$ cat src/hdl/qpr_pkg.sv
// Shared constants and types for the quadrature position and rpm block.
package qpr_pkg;

	localparam int unsigned CPR_W  = 16;
	localparam int unsigned DATA_W = 32;
	localparam int unsigned SCALE_W = 30;
	localparam int unsigned NUM_W  = DATA_W + SCALE_W;	// dp magnitude times scale
	localparam int unsigned DEN_W  = CPR_W + DATA_W;	// cpr times dt
	localparam int unsigned QUOT_W = DATA_W - 1;		// quotient below saturation
	localparam int unsigned STEP_W = 5;

	// rpm in Q4: 60 s * 1e6 us * 16
	localparam logic [SCALE_W-1:0] SPEED_SCALE = 30'd960000000;

	localparam logic [CPR_W-1:0]  CPR_RESET = 16'd512;
	localparam logic [DATA_W-1:0] MIN_RESET = 32'd1000;

	// opcodes of an input word
	localparam logic [1:0] OP_EDGE_A = 2'd0;
	localparam logic [1:0] OP_EDGE_B = 2'd1;
	localparam logic [1:0] OP_TICK   = 2'd2;

	// configuration register indexes
	localparam logic REG_CPR = 1'b0;
	localparam logic REG_MIN = 1'b1;

	localparam logic [DATA_W-1:0] SAT_POS = 32'h7FFF_FFFF;
	localparam logic [DATA_W-1:0] SAT_NEG = 32'h8000_0000;

	typedef struct packed {
		logic done;
		logic ovf;
	} div_stat_t;

endpackage

$ cat src/hdl/qpr_div.sv
// Restoring divider: one shared subtractor, one quotient bit per cycle, saturation test first.
module qpr_div (
	input  logic                         clk,
	input  logic                         arst_n,
	input  logic                         start,
	input  logic [qpr_pkg::NUM_W-1:0]    num,
	input  logic [qpr_pkg::DEN_W-1:0]    den,
	output logic [qpr_pkg::QUOT_W-1:0]   quot,
	output qpr_pkg::div_stat_t           stat
);

	logic                          busy_q;
	logic                          first_q;
	logic [qpr_pkg::STEP_W-1:0]    cnt_q;
	logic [qpr_pkg::DEN_W:0]       rem_q;
	logic [qpr_pkg::QUOT_W-1:0]    low_q;
	logic [qpr_pkg::QUOT_W-1:0]    quot_q;
	qpr_pkg::div_stat_t            stat_q;

	logic [qpr_pkg::DEN_W:0]       cand;
	logic [qpr_pkg::DEN_W+1:0]     diff;
	logic                          ge;

	// first pass compares the top of the numerator with den: q >= 2^31 exactly then
	assign cand = first_q ? rem_q : {rem_q[qpr_pkg::DEN_W-1:0], low_q[qpr_pkg::QUOT_W-1]};
	assign diff = {1'b0, cand} - {2'b00, den};
	assign ge   = ~diff[qpr_pkg::DEN_W+1];

	always_ff @(posedge clk or negedge arst_n) begin
		if (!arst_n) begin
			busy_q  <= 1'b0;
			first_q <= 1'b0;
			cnt_q   <= '0;
			stat_q  <= '0;
		end else begin
			stat_q.done <= 1'b0;
			if (start) begin
				busy_q  <= 1'b1;
				first_q <= 1'b1;
				cnt_q   <= qpr_pkg::STEP_W'(qpr_pkg::QUOT_W - 1);
			end else if (busy_q) begin
				if (first_q) begin
					first_q <= 1'b0;
					if (ge) begin
						busy_q      <= 1'b0;
						stat_q.done <= 1'b1;
						stat_q.ovf  <= 1'b1;
					end
				end else begin
					cnt_q <= cnt_q - 1'b1;
					if (cnt_q == '0) begin
						busy_q      <= 1'b0;
						stat_q.done <= 1'b1;
						stat_q.ovf  <= 1'b0;
					end
				end
			end
		end
	end

	always_ff @(posedge clk) begin
		if (start) begin
			rem_q  <= {{(qpr_pkg::DEN_W + 1 - (qpr_pkg::NUM_W - qpr_pkg::QUOT_W)){1'b0}},
				num[qpr_pkg::NUM_W-1:qpr_pkg::QUOT_W]};
			low_q  <= num[qpr_pkg::QUOT_W-1:0];
			quot_q <= '0;
		end else if (busy_q && !first_q) begin
			rem_q  <= ge ? diff[qpr_pkg::DEN_W:0] : cand;
			low_q  <= {low_q[qpr_pkg::QUOT_W-2:0], 1'b0};
			quot_q <= {quot_q[qpr_pkg::QUOT_W-2:0], ge};
		end
	end

	assign quot = quot_q;
	assign stat = stat_q;

endmodule

$ cat src/hdl/quadrature_position_and_rpm.sv
// Top level: x4 quadrature position counter with tick-driven rpm estimate.
// Edge events, unused opcodes and ticks that leave the speed alone give a result in the cycle after acceptance.
// A tick that updates the speed steps through S_MUL, S_LOAD and S_DIV, where the divider
// gives one quotient bit per cycle or stops at its saturation test; no new word is taken meanwhile.
// The result registers hold the word until it is taken. Async reset clears position,
// levels, tick history and speed, and loads counts_per_rev 512 and min_interval_us 1000.
module quadrature_position_and_rpm (
	input  logic                          clk,
	input  logic                          arst_n,
	input  logic                          cfg_we,
	input  logic                          cfg_index,
	input  logic [qpr_pkg::DATA_W-1:0]    cfg_data,
	input  logic                          in_valid,
	output logic                          in_stall,
	input  logic [1:0]                    op,
	input  logic                          level_a,
	input  logic                          level_b,
	input  logic [qpr_pkg::DATA_W-1:0]    time_us,
	output logic                          out_valid,
	input  logic                          out_stall,
	output logic signed [qpr_pkg::DATA_W-1:0] position,
	output logic signed [qpr_pkg::DATA_W-1:0] speed_rpm_q4
);

	typedef enum logic [3:0] {
		S_IDLE = 4'b0001,
		S_MUL  = 4'b0010,
		S_LOAD = 4'b0100,
		S_DIV  = 4'b1000
	} state_t;

	state_t                         state_q;
	logic [qpr_pkg::CPR_W-1:0]      cpr_q;
	logic [qpr_pkg::DATA_W-1:0]     min_q;
	logic                           last_a_q;
	logic                           last_b_q;
	logic [qpr_pkg::DATA_W-1:0]     count_q;
	logic [qpr_pkg::DATA_W-1:0]     tick_time_q;
	logic [qpr_pkg::DATA_W-1:0]     tick_count_q;
	logic [qpr_pkg::DATA_W-1:0]     speed_q;
	logic                           out_valid_q;
	logic                           neg_q;
	logic [qpr_pkg::DATA_W-1:0]     mag_q;
	logic [qpr_pkg::DATA_W-1:0]     dt_q;
	logic [qpr_pkg::NUM_W-1:0]      num_s1;
	logic [qpr_pkg::DEN_W-1:0]      den_s1;

	logic                           accept;
	logic [qpr_pkg::DATA_W-1:0]     dp;
	logic [qpr_pkg::DATA_W-1:0]     dt;
	logic [qpr_pkg::CPR_W-1:0]      cpr_eff;
	logic [qpr_pkg::QUOT_W-1:0]     quot;
	qpr_pkg::div_stat_t             div_stat;
	logic [qpr_pkg::DATA_W-1:0]     q_ext;
	logic [qpr_pkg::DATA_W-1:0]     speed_new;

	assign in_stall = (state_q != S_IDLE) || (out_valid_q && out_stall);
	assign accept   = in_valid && !in_stall;

	assign dp      = count_q - tick_count_q;
	assign dt      = time_us - tick_time_q;
	assign cpr_eff = (cpr_q == '0) ? qpr_pkg::CPR_W'(1) : cpr_q;

	assign q_ext = {1'b0, quot};
	always_comb begin
		if (div_stat.ovf)
			speed_new = neg_q ? qpr_pkg::SAT_NEG : qpr_pkg::SAT_POS;
		else
			speed_new = neg_q ? (~q_ext + 1'b1) : q_ext;
	end

	always_ff @(posedge clk or negedge arst_n) begin
		if (!arst_n) begin
			cpr_q <= qpr_pkg::CPR_RESET;
			min_q <= qpr_pkg::MIN_RESET;
		end else if (cfg_we) begin
			case (cfg_index)
				qpr_pkg::REG_CPR: cpr_q <= cfg_data[qpr_pkg::CPR_W-1:0];
				qpr_pkg::REG_MIN: min_q <= cfg_data;
				default: ;
			endcase
		end
	end

	always_ff @(posedge clk or negedge arst_n) begin
		if (!arst_n) begin
			state_q      <= S_IDLE;
			last_a_q     <= 1'b0;
			last_b_q     <= 1'b0;
			count_q      <= '0;
			tick_time_q  <= '0;
			tick_count_q <= '0;
			speed_q      <= '0;
			out_valid_q  <= 1'b0;
		end else begin
			if (out_valid_q && !out_stall)
				out_valid_q <= 1'b0;
			case (state_q)
				S_IDLE: begin
					if (accept) begin
						case (op)
							qpr_pkg::OP_EDGE_A: begin
								if (level_a != last_a_q)
									count_q <= (level_b != level_a) ? count_q + 1'b1
										: count_q - 1'b1;
								last_a_q    <= level_a;
								out_valid_q <= 1'b1;
							end
							qpr_pkg::OP_EDGE_B: begin
								if (level_b != last_b_q)
									count_q <= (level_b != level_a) ? count_q - 1'b1
										: count_q + 1'b1;
								last_b_q    <= level_b;
								out_valid_q <= 1'b1;
							end
							qpr_pkg::OP_TICK: begin
								tick_time_q  <= time_us;
								tick_count_q <= count_q;
								if (dt > min_q)
									state_q <= S_MUL;
								else
									out_valid_q <= 1'b1;
							end
							default: out_valid_q <= 1'b1;
						endcase
					end
				end
				S_MUL:  state_q <= S_LOAD;
				S_LOAD: state_q <= S_DIV;
				S_DIV: begin
					if (div_stat.done) begin
						speed_q     <= speed_new;
						out_valid_q <= 1'b1;
						state_q     <= S_IDLE;
					end
				end
				default: state_q <= S_IDLE;
			endcase
		end
	end

	// operands of the speed division
	always_ff @(posedge clk) begin
		if (accept && op == qpr_pkg::OP_TICK) begin
			neg_q <= dp[qpr_pkg::DATA_W-1];
			mag_q <= dp[qpr_pkg::DATA_W-1] ? (~dp + 1'b1) : dp;
			dt_q  <= dt;
		end
		if (state_q == S_MUL) begin
			num_s1 <= qpr_pkg::NUM_W'(mag_q) * qpr_pkg::NUM_W'(qpr_pkg::SPEED_SCALE);
			den_s1 <= qpr_pkg::DEN_W'(cpr_eff) * qpr_pkg::DEN_W'(dt_q);
		end
	end

	qpr_div u_div (
		.clk    (clk),
		.arst_n (arst_n),
		.start  (state_q == S_LOAD),
		.num    (num_s1),
		.den    (den_s1),
		.quot   (quot),
		.stat   (div_stat)
	);

	assign out_valid    = out_valid_q;
	assign position     = count_q;
	assign speed_rpm_q4 = speed_q;

endmodule

$ cat config.mk
export PLATFORM = sky130hd
export DESIGN_NAME = quadrature_position_and_rpm
export DESIGN_NICKNAME = d
export VERILOG_FILES = /design/src/hdl/qpr_pkg.sv /design/src/hdl/qpr_div.sv /design/src/hdl/quadrature_position_and_rpm.sv
export SDC_FILE = /design/constraint.sdc
export NUM_CORES = 2
export LEC_CHECK = 0
export ABC_AREA = 0
export BUFFER_PORTS_ARGS = -buffer_cell sky130_fd_sc_hd__buf_4
export CORE_MARGIN = 8
export CORE_UTILIZATION = 65
export CTS_CLUSTER_SIZE = 30
export DETAILED_ROUTE_END_ITERATION = 7
export PLACE_DENSITY_LB_ADDON = 0.25
export SYNTH_ARGS = -nofsm -noshare
export SYNTH_HDL_FRONTEND = slang
export SYNTH_SLANG_ARGS = --single-unit
$ cat constraint.sdc
create_clock -name clk -period 14.6 [get_ports clk]
set_input_delay 2.19 -clock clk [delete_from_list [all_inputs] [get_ports clk]]
set_output_delay 2.19 -clock clk [all_outputs]
set_load 0.005 [all_outputs]
# --- Word level (Yosys, flattened, before mapping) ---
# Index checks and enable logic that the tools add are counted.
classes:
  n_addsub: 8
  eq_ne: 18
  multipliers: 2
  shifts: 0
  bitwise_logic: 5
  n_lt_le_gt_ge: 1
  n_reduce_logical: 26
  n_mux: 42
  n_div: 0
op_table:
  columns: ["cell", "n"]
  rows:
  - ["2-to-1 mux 32 bit", 7]
  - ["2-to-1 mux 31 bit", 5]
  - ["2-to-1 mux 49 bit", 2]
  - ["adder 32 x 1 -> 32 bit (second input constant)", 3]
  - ["case mux 32 bit (2 select lines)", 1]
  - ["subtractor 32 bit", 2]
  - ["multiplier 32 x 18 -> 50 bit (second input constant)", 1]
  - ["subtractor 49 x 48 -> 50 bit", 1]
  - ["multiplier 16 x 32 -> 48 bit", 1]
  - ["greater-than comparator 32 bit", 1]
  - ["inverter 31 -> 32 bit", 1]
  - ["inverter 32 bit", 1]
  - ["subtractor 32 x 1 -> 32 bit (second input constant)", 1]
  - ["zero test 16 bit", 1]
  - ["2-to-1 mux 16 bit", 1]
  - ["2-to-1 mux 4 bit", 4]
  - ["case mux 4 bit (4 select lines)", 1]
  - ["2-to-1 mux 5 bit", 3]
  - ["2-to-1 mux 1 bit", 12]
  - ["!= test 2 bit (second input constant)", 6]
  - ["2-to-1 mux 2 bit", 5]
  - ["AND reduction 3 bit", 3]
  - ["AND reduction 2 bit", 4]
  - ["AND reduction 4 bit", 2]
  - ["other kinds (19)", 33]
word_totals:
  register_bits: 465
  out_inout_bits: 66
  latchBits: 0
  in_bits: 74
  elab_cells: 128
  mem_bits_rw: 0
  mem_bits_ro: 0
  mem_count: 0

# --- Longest topological paths before layout ---
depth:
  depth_word: 7
  mapped_depth: 27

# --- By module ---
# Synthesis repeated with hierarchy kept, for this count alone.
hier_totals:
  hier_cells: 5474
  hier_area_um2: 52061.2
modules_own_cells:
  columns: ["module", "seq_area_each_um2", "instances", "area_each_um2", "cells_each"]
  rows:
  - ["quadrature_position_and_rpm", 9484.1, 1, 43186.4, 4447]
  - ["qpr_div", 3067.9, 1, 8874.8, 1027]

# --- Worst setup path after synthesis ---
# No wires, ideal clock.
synth_timing:
  path_type: "reg2reg"
  start: "register state_q[1]"
  end: "register den_s1[0] (netlist name), enable pin"
  arrival_ns: 10.642
  path_buffers: 1
  period_less_slack_ns: 11.471
  required_time_ns: 13.770
  path_slack_ns: 3.129
  path_stages_with_launch: 3
  cell_sequence: "dfrtp_1 > clkbuf_1 > nor4b_1"
synth_via:
  elab_chain_len: 1
synth_rtl:
  columns: ["element", "line_no", "rtl"]
  rows:
  - ["start, declared", "quadrature_position_and_rpm.sv:32", "state_t state_q;"]
  - ["start signal, assigned", "quadrature_position_and_rpm.sv:87", "state_q <= S_IDLE;"]
  - ["start signal, assigned", "quadrature_position_and_rpm.sv:120", "state_q <= S_MUL;"]
  - ["start signal, assigned", "quadrature_position_and_rpm.sv:128", "S_MUL: state_q <= S_LOAD;"]
  - ["== test 4 x 2 -> 1 bit", "quadrature_position_and_rpm.sv:149", "if (state_q == S_MUL) begin"]
  - ["end signal, assigned", "quadrature_position_and_rpm.sv:151", "den_s1 <= qpr_pkg::DEN_W'(cpr_eff) * qpr_pkg::DEN_W'(dt_q);"]
  - ["end, declared", "quadrature_position_and_rpm.sv:46", "logic [qpr_pkg::DEN_W-1:0] den_s1;"]
# No other way between the ends.
# A chain may end at the register's enable or synchronous reset.

# --- Worst setup path after layout ---
layout_timing:
  start: "register cpr_q[9] (netlist name)"
  end: "register den_s1[44] (netlist name), data pin"
layout_via:
  elab_chain_len: 3
layout_rtl:
  columns: ["element", "line_no", "rtl"]
  rows:
  - ["start, declared", "quadrature_position_and_rpm.sv:33", "logic [qpr_pkg::CPR_W-1:0] cpr_q;"]
  - ["start signal, assigned", "quadrature_position_and_rpm.sv:74", "cpr_q <= qpr_pkg::CPR_RESET;"]
  - ["start signal, assigned", "quadrature_position_and_rpm.sv:78", "qpr_pkg::REG_CPR: cpr_q <= cfg_data[qpr_pkg::CPR_W-1:0];"]
  - ["zero test 16 bit", "quadrature_position_and_rpm.sv:62", "assign cpr_eff = (cpr_q == '0) ? qpr_pkg::CPR_W'(1) : cpr_q;"]
  - ["2-to-1 mux 16 bit (*)", "quadrature_position_and_rpm.sv:62", null]
  - ["multiplier 16 x 32 -> 48 bit (*)", "quadrature_position_and_rpm.sv:151", null]
# Every way passes the cells marked *; elsewhere a longest branch is shown, timed or not.

==> results.md <==
- CP Launch Type: flop
- Slew HR: 21.9%
- Deepest clock path buffer count: 3
- Hold WC Path Type: reg2reg
- Core Area: 78600 um^2
- Placed instance area: 53200 um^2
- Drt pass-1 iters: 6
- Biggest regs: num_s1 (50), u_div.rem_q (49), den_s1 (48)
- CP Data Required Time: 14930 ps
- Finished Cell Area: 55000 um^2
- Max Cap Violations: 0
- Worst R2R Setup Slack: 6960 ps
- Area grow syn2layout: 7.19%
- Post-CTS Resized: 0
- Number of buffers created by CTS: 53
- Post-synth EDFFs: 213
- RR Endpoint: den_s1[44]$_DFFE_PP_
- Clock sinks: 454
- Min-delay src: u_div.rem_q[34]$_SDFFE_PP0P_
- Avg Cell Area, Syn: 9.31 um^2
- Synth Area in Compound Gates: 11.8%
- Post-synthesis adder-cell area fraction: 36.1%
- Final setup violation count: 0
- Ports: 140
- Fmax: 0.131 GHz
- Hold Buf Count CTS: 0
- GRT Overall Usage: 27.6%
- Initial antenna violation count: 0
- Sequential area share after synthesis: 23.8%
- Row count: 103
- Critical-path maximum fanout: 34
- Largest Register: num_s1
- GR Util met3: 4.88%
- Met2 usage in global routing: 45.5%
- Total grt overflow: 0
- XOR/XNOR share of the synthesized area: 4.37%
- Skew final: 69.8 ps
- Setup TNS: 0 ps
- DRC: 0
- Wire length per cell: 18.4 um
- Status: finished clean
- Postcts setup bufs: 0
- Tcrit/Tclk final: 52.3%
- Die Area: 88200 um^2
- ANT nets after route: 0
- N_diodes: 0
- IO buf count: 139
- Final min period: 7640 ps
- Crit path arrival time: 7970 ps
- Synthesized Nets: 6699
- Routed via count: 38400
- Die width: 297 um
- Iteration-0 DRC Markers: 2816
- R2R depth: 24
- Largest net degree at the start of global routing: 111
- Post-synth top flop: edfxtp_1
- CP Class: reg2reg
- WL final: 122 mm
- Register clock-pin slew on the reported worst setup and hold paths: 60 ps
- Dpl hpwl: 95.1 mm
- Synth Warn #: 0
- Share of cells above drive strength 1: 7.24%
- Final hold violations: 0
- Initial Util: 65.3%
- RD Place Congestion: 0.927
- Root buf cell: clkbuf_16
- Post-Synth Simple-Gate Area: 13.5%
- Proportion of synthesized area in mux cells: 2.33%
- Vias in the first global route: 40200
- Fill count: 5979
- Setup crit end: den_s1[44]$_DFFE_PP_
- Yosys cell types: 89
- Synthesized flop and latch total: 454
- First-pass GRT wire length: 202 mm
- Setup crit start: cpr_q[9]$_DFFE_PN1P_
- Worst-Skew Late Latency: 640 ps
- Die height: 297 um
- Largest family of logic cells by synthesized area: adder cells
- Critical path capture point type: flop
- Post-synthesis cell count: 5513
- Nets: 6723
- Worst Max-Slew Pin Slew: 1170 ps
- Max reg flops: 50
- Vias per cell: 5.80
- Post-Synthesis Cell Area: 51300 um^2
- GR peak layer: met2
- Tightest hold margin: 472 ps
- Synth async-reset ratio: 42.3%
- Number of H-tree levels: 2
- M1 GR Usage: 37.8%
- TritonCTS clock tree: yes
- R2r startpoint: cpr_q[9]$_DFFE_PN1P_
- Final max-slew violation count: 0
- RSZ-0062 raised after global routing: false
-- metrics by stage --
step                util (%)  setup WS [ps]  instances
floorplan                  -           3130       5513
global placement        67.7           7260       6532
detailed placement      67.7           7130       6532
CTS                     70.0           7020       6631
global route            70.0           6620       6631
finish                  70.0           6960       6631
-- final cells by class --
type	count	area [um^2]	area share, %
multi-input combinational	3949	35000	63.6
inverter	903	3390	6.17
timing repair buffer	176	1330	2.42
clock inverter	37	403	0.732
tap	1050	1310	2.39
sequential	454	12200	22.2
clock buffer	62	1380	2.51
-- worst min-delay path by stage --
stage	to	slack (ps)	cells past startpoint
finish	u_div.rem_q[34]$_SDFFE_PP0P_	470	2
global route	speed_rpm_q4[22]$_DFFE_PN0P_	500	2
floorplan	u_div.rem_q[34]$_SDFFE_PP0P_	440	2
detailed placement	u_div.rem_q[41]$_SDFFE_PP0P_	470	2
CTS	u_div.rem_q[41]$_SDFFE_PP0P_	480	2
global placement	u_div.rem_q[34]$_SDFFE_PP0P_	460	2
-- routing by layer --
metal	vias to the layer above	part of all wire, %
met4	0	2.5
li1	18000	-
met5	-	0
met1	18800	43
met2	1346	47
met3	253	7.2
-- cells in the mapped netlist, types with 28 or more instances --
cell type | number | share of area [%]
dfxtp_1 | 49 | 1.9
nor2b_1 | 32 | 0.39
mux2_2 | 98 | 2.2
a21o_1 | 149 | 2.2
ha_1 | 497 | 12
xor2_1 | 90 | 1.5
nor2_1 | 211 | 1.5
a21oi_1 | 310 | 3.0
a211oi_1 | 28 | 0.41
o21ai_0 | 246 | 2.4
o21bai_1 | 33 | 0.48
and2_1 | 237 | 2.9
edfxtp_1 | 213 | 12
fa_1 | 615 | 24
a31oi_1 | 39 | 0.48
nand4_1 | 40 | 0.49
nand2_1 | 719 | 5.3
nand3_1 | 59 | 0.58
clkbuf_1 | 186 | 1.4
inv_1 | 902 | 6.6
nor3_1 | 49 | 0.48
dfrtp_1 | 184 | 9.0
xnor2_1 | 166 | 2.8
-- layout by cell type (no fill, tap or decap), drive strengths merged, types with 25 or more instances in the layout --
cell type	n
ha	497
xnor2	166
o21a	26
xor2	90
and2	237
clkbuf	62
edfxtp	213
o21bai	33
dfxtp	49
a211oi	28
and3	28
fa	615
nand4	41
nand2b	26
nor3	50
a21oi	310
inv	907
clkinv	25
dfrtp	184
mux2	98
nor2b	32
a31oi	39
nand3	60
a21o	149
buf	176
o21ai	270
nor2	211
nand2	719
-- kinds of logic (layout without fill, tap and decap cells) --
kind of cell / count (synthesis) / in the layout
AO/OA/AOI/OAI: 990 / 990
adder cells (fa/ha/maj): 1112 / 1112
AND/OR/NAND/NOR: 1484 / 1484
flip-flops: 454 / 454
XOR/XNOR: 256 / 256
multiplexers: 107 / 107
buffers and inverters: 1110 / 1178
-- critical path: stages (launching register included) --
cell and delay [ps]:
dfstp_2 1060, nand2_1 150, fa_1 530, inv_1 60
fa_1 500, inv_1 50, fa_1 520, inv_1 50
fa_1 450, fa_1 520, inv_1 60, fa_1 490
inv_1 50, ha_1 330, nand2_1 90, nor2_1 230
nand2_1 140, or4_1 500, o21ai_0 230, o21ai_0 200
o31ai_1 320, nor3b_1 360, a221o_1 200, a21oi_1 80
xnor2_1 130
Power is not shown: default switching activity piles up to over one toggle a cycle in this logic, so the estimate is an artifact.
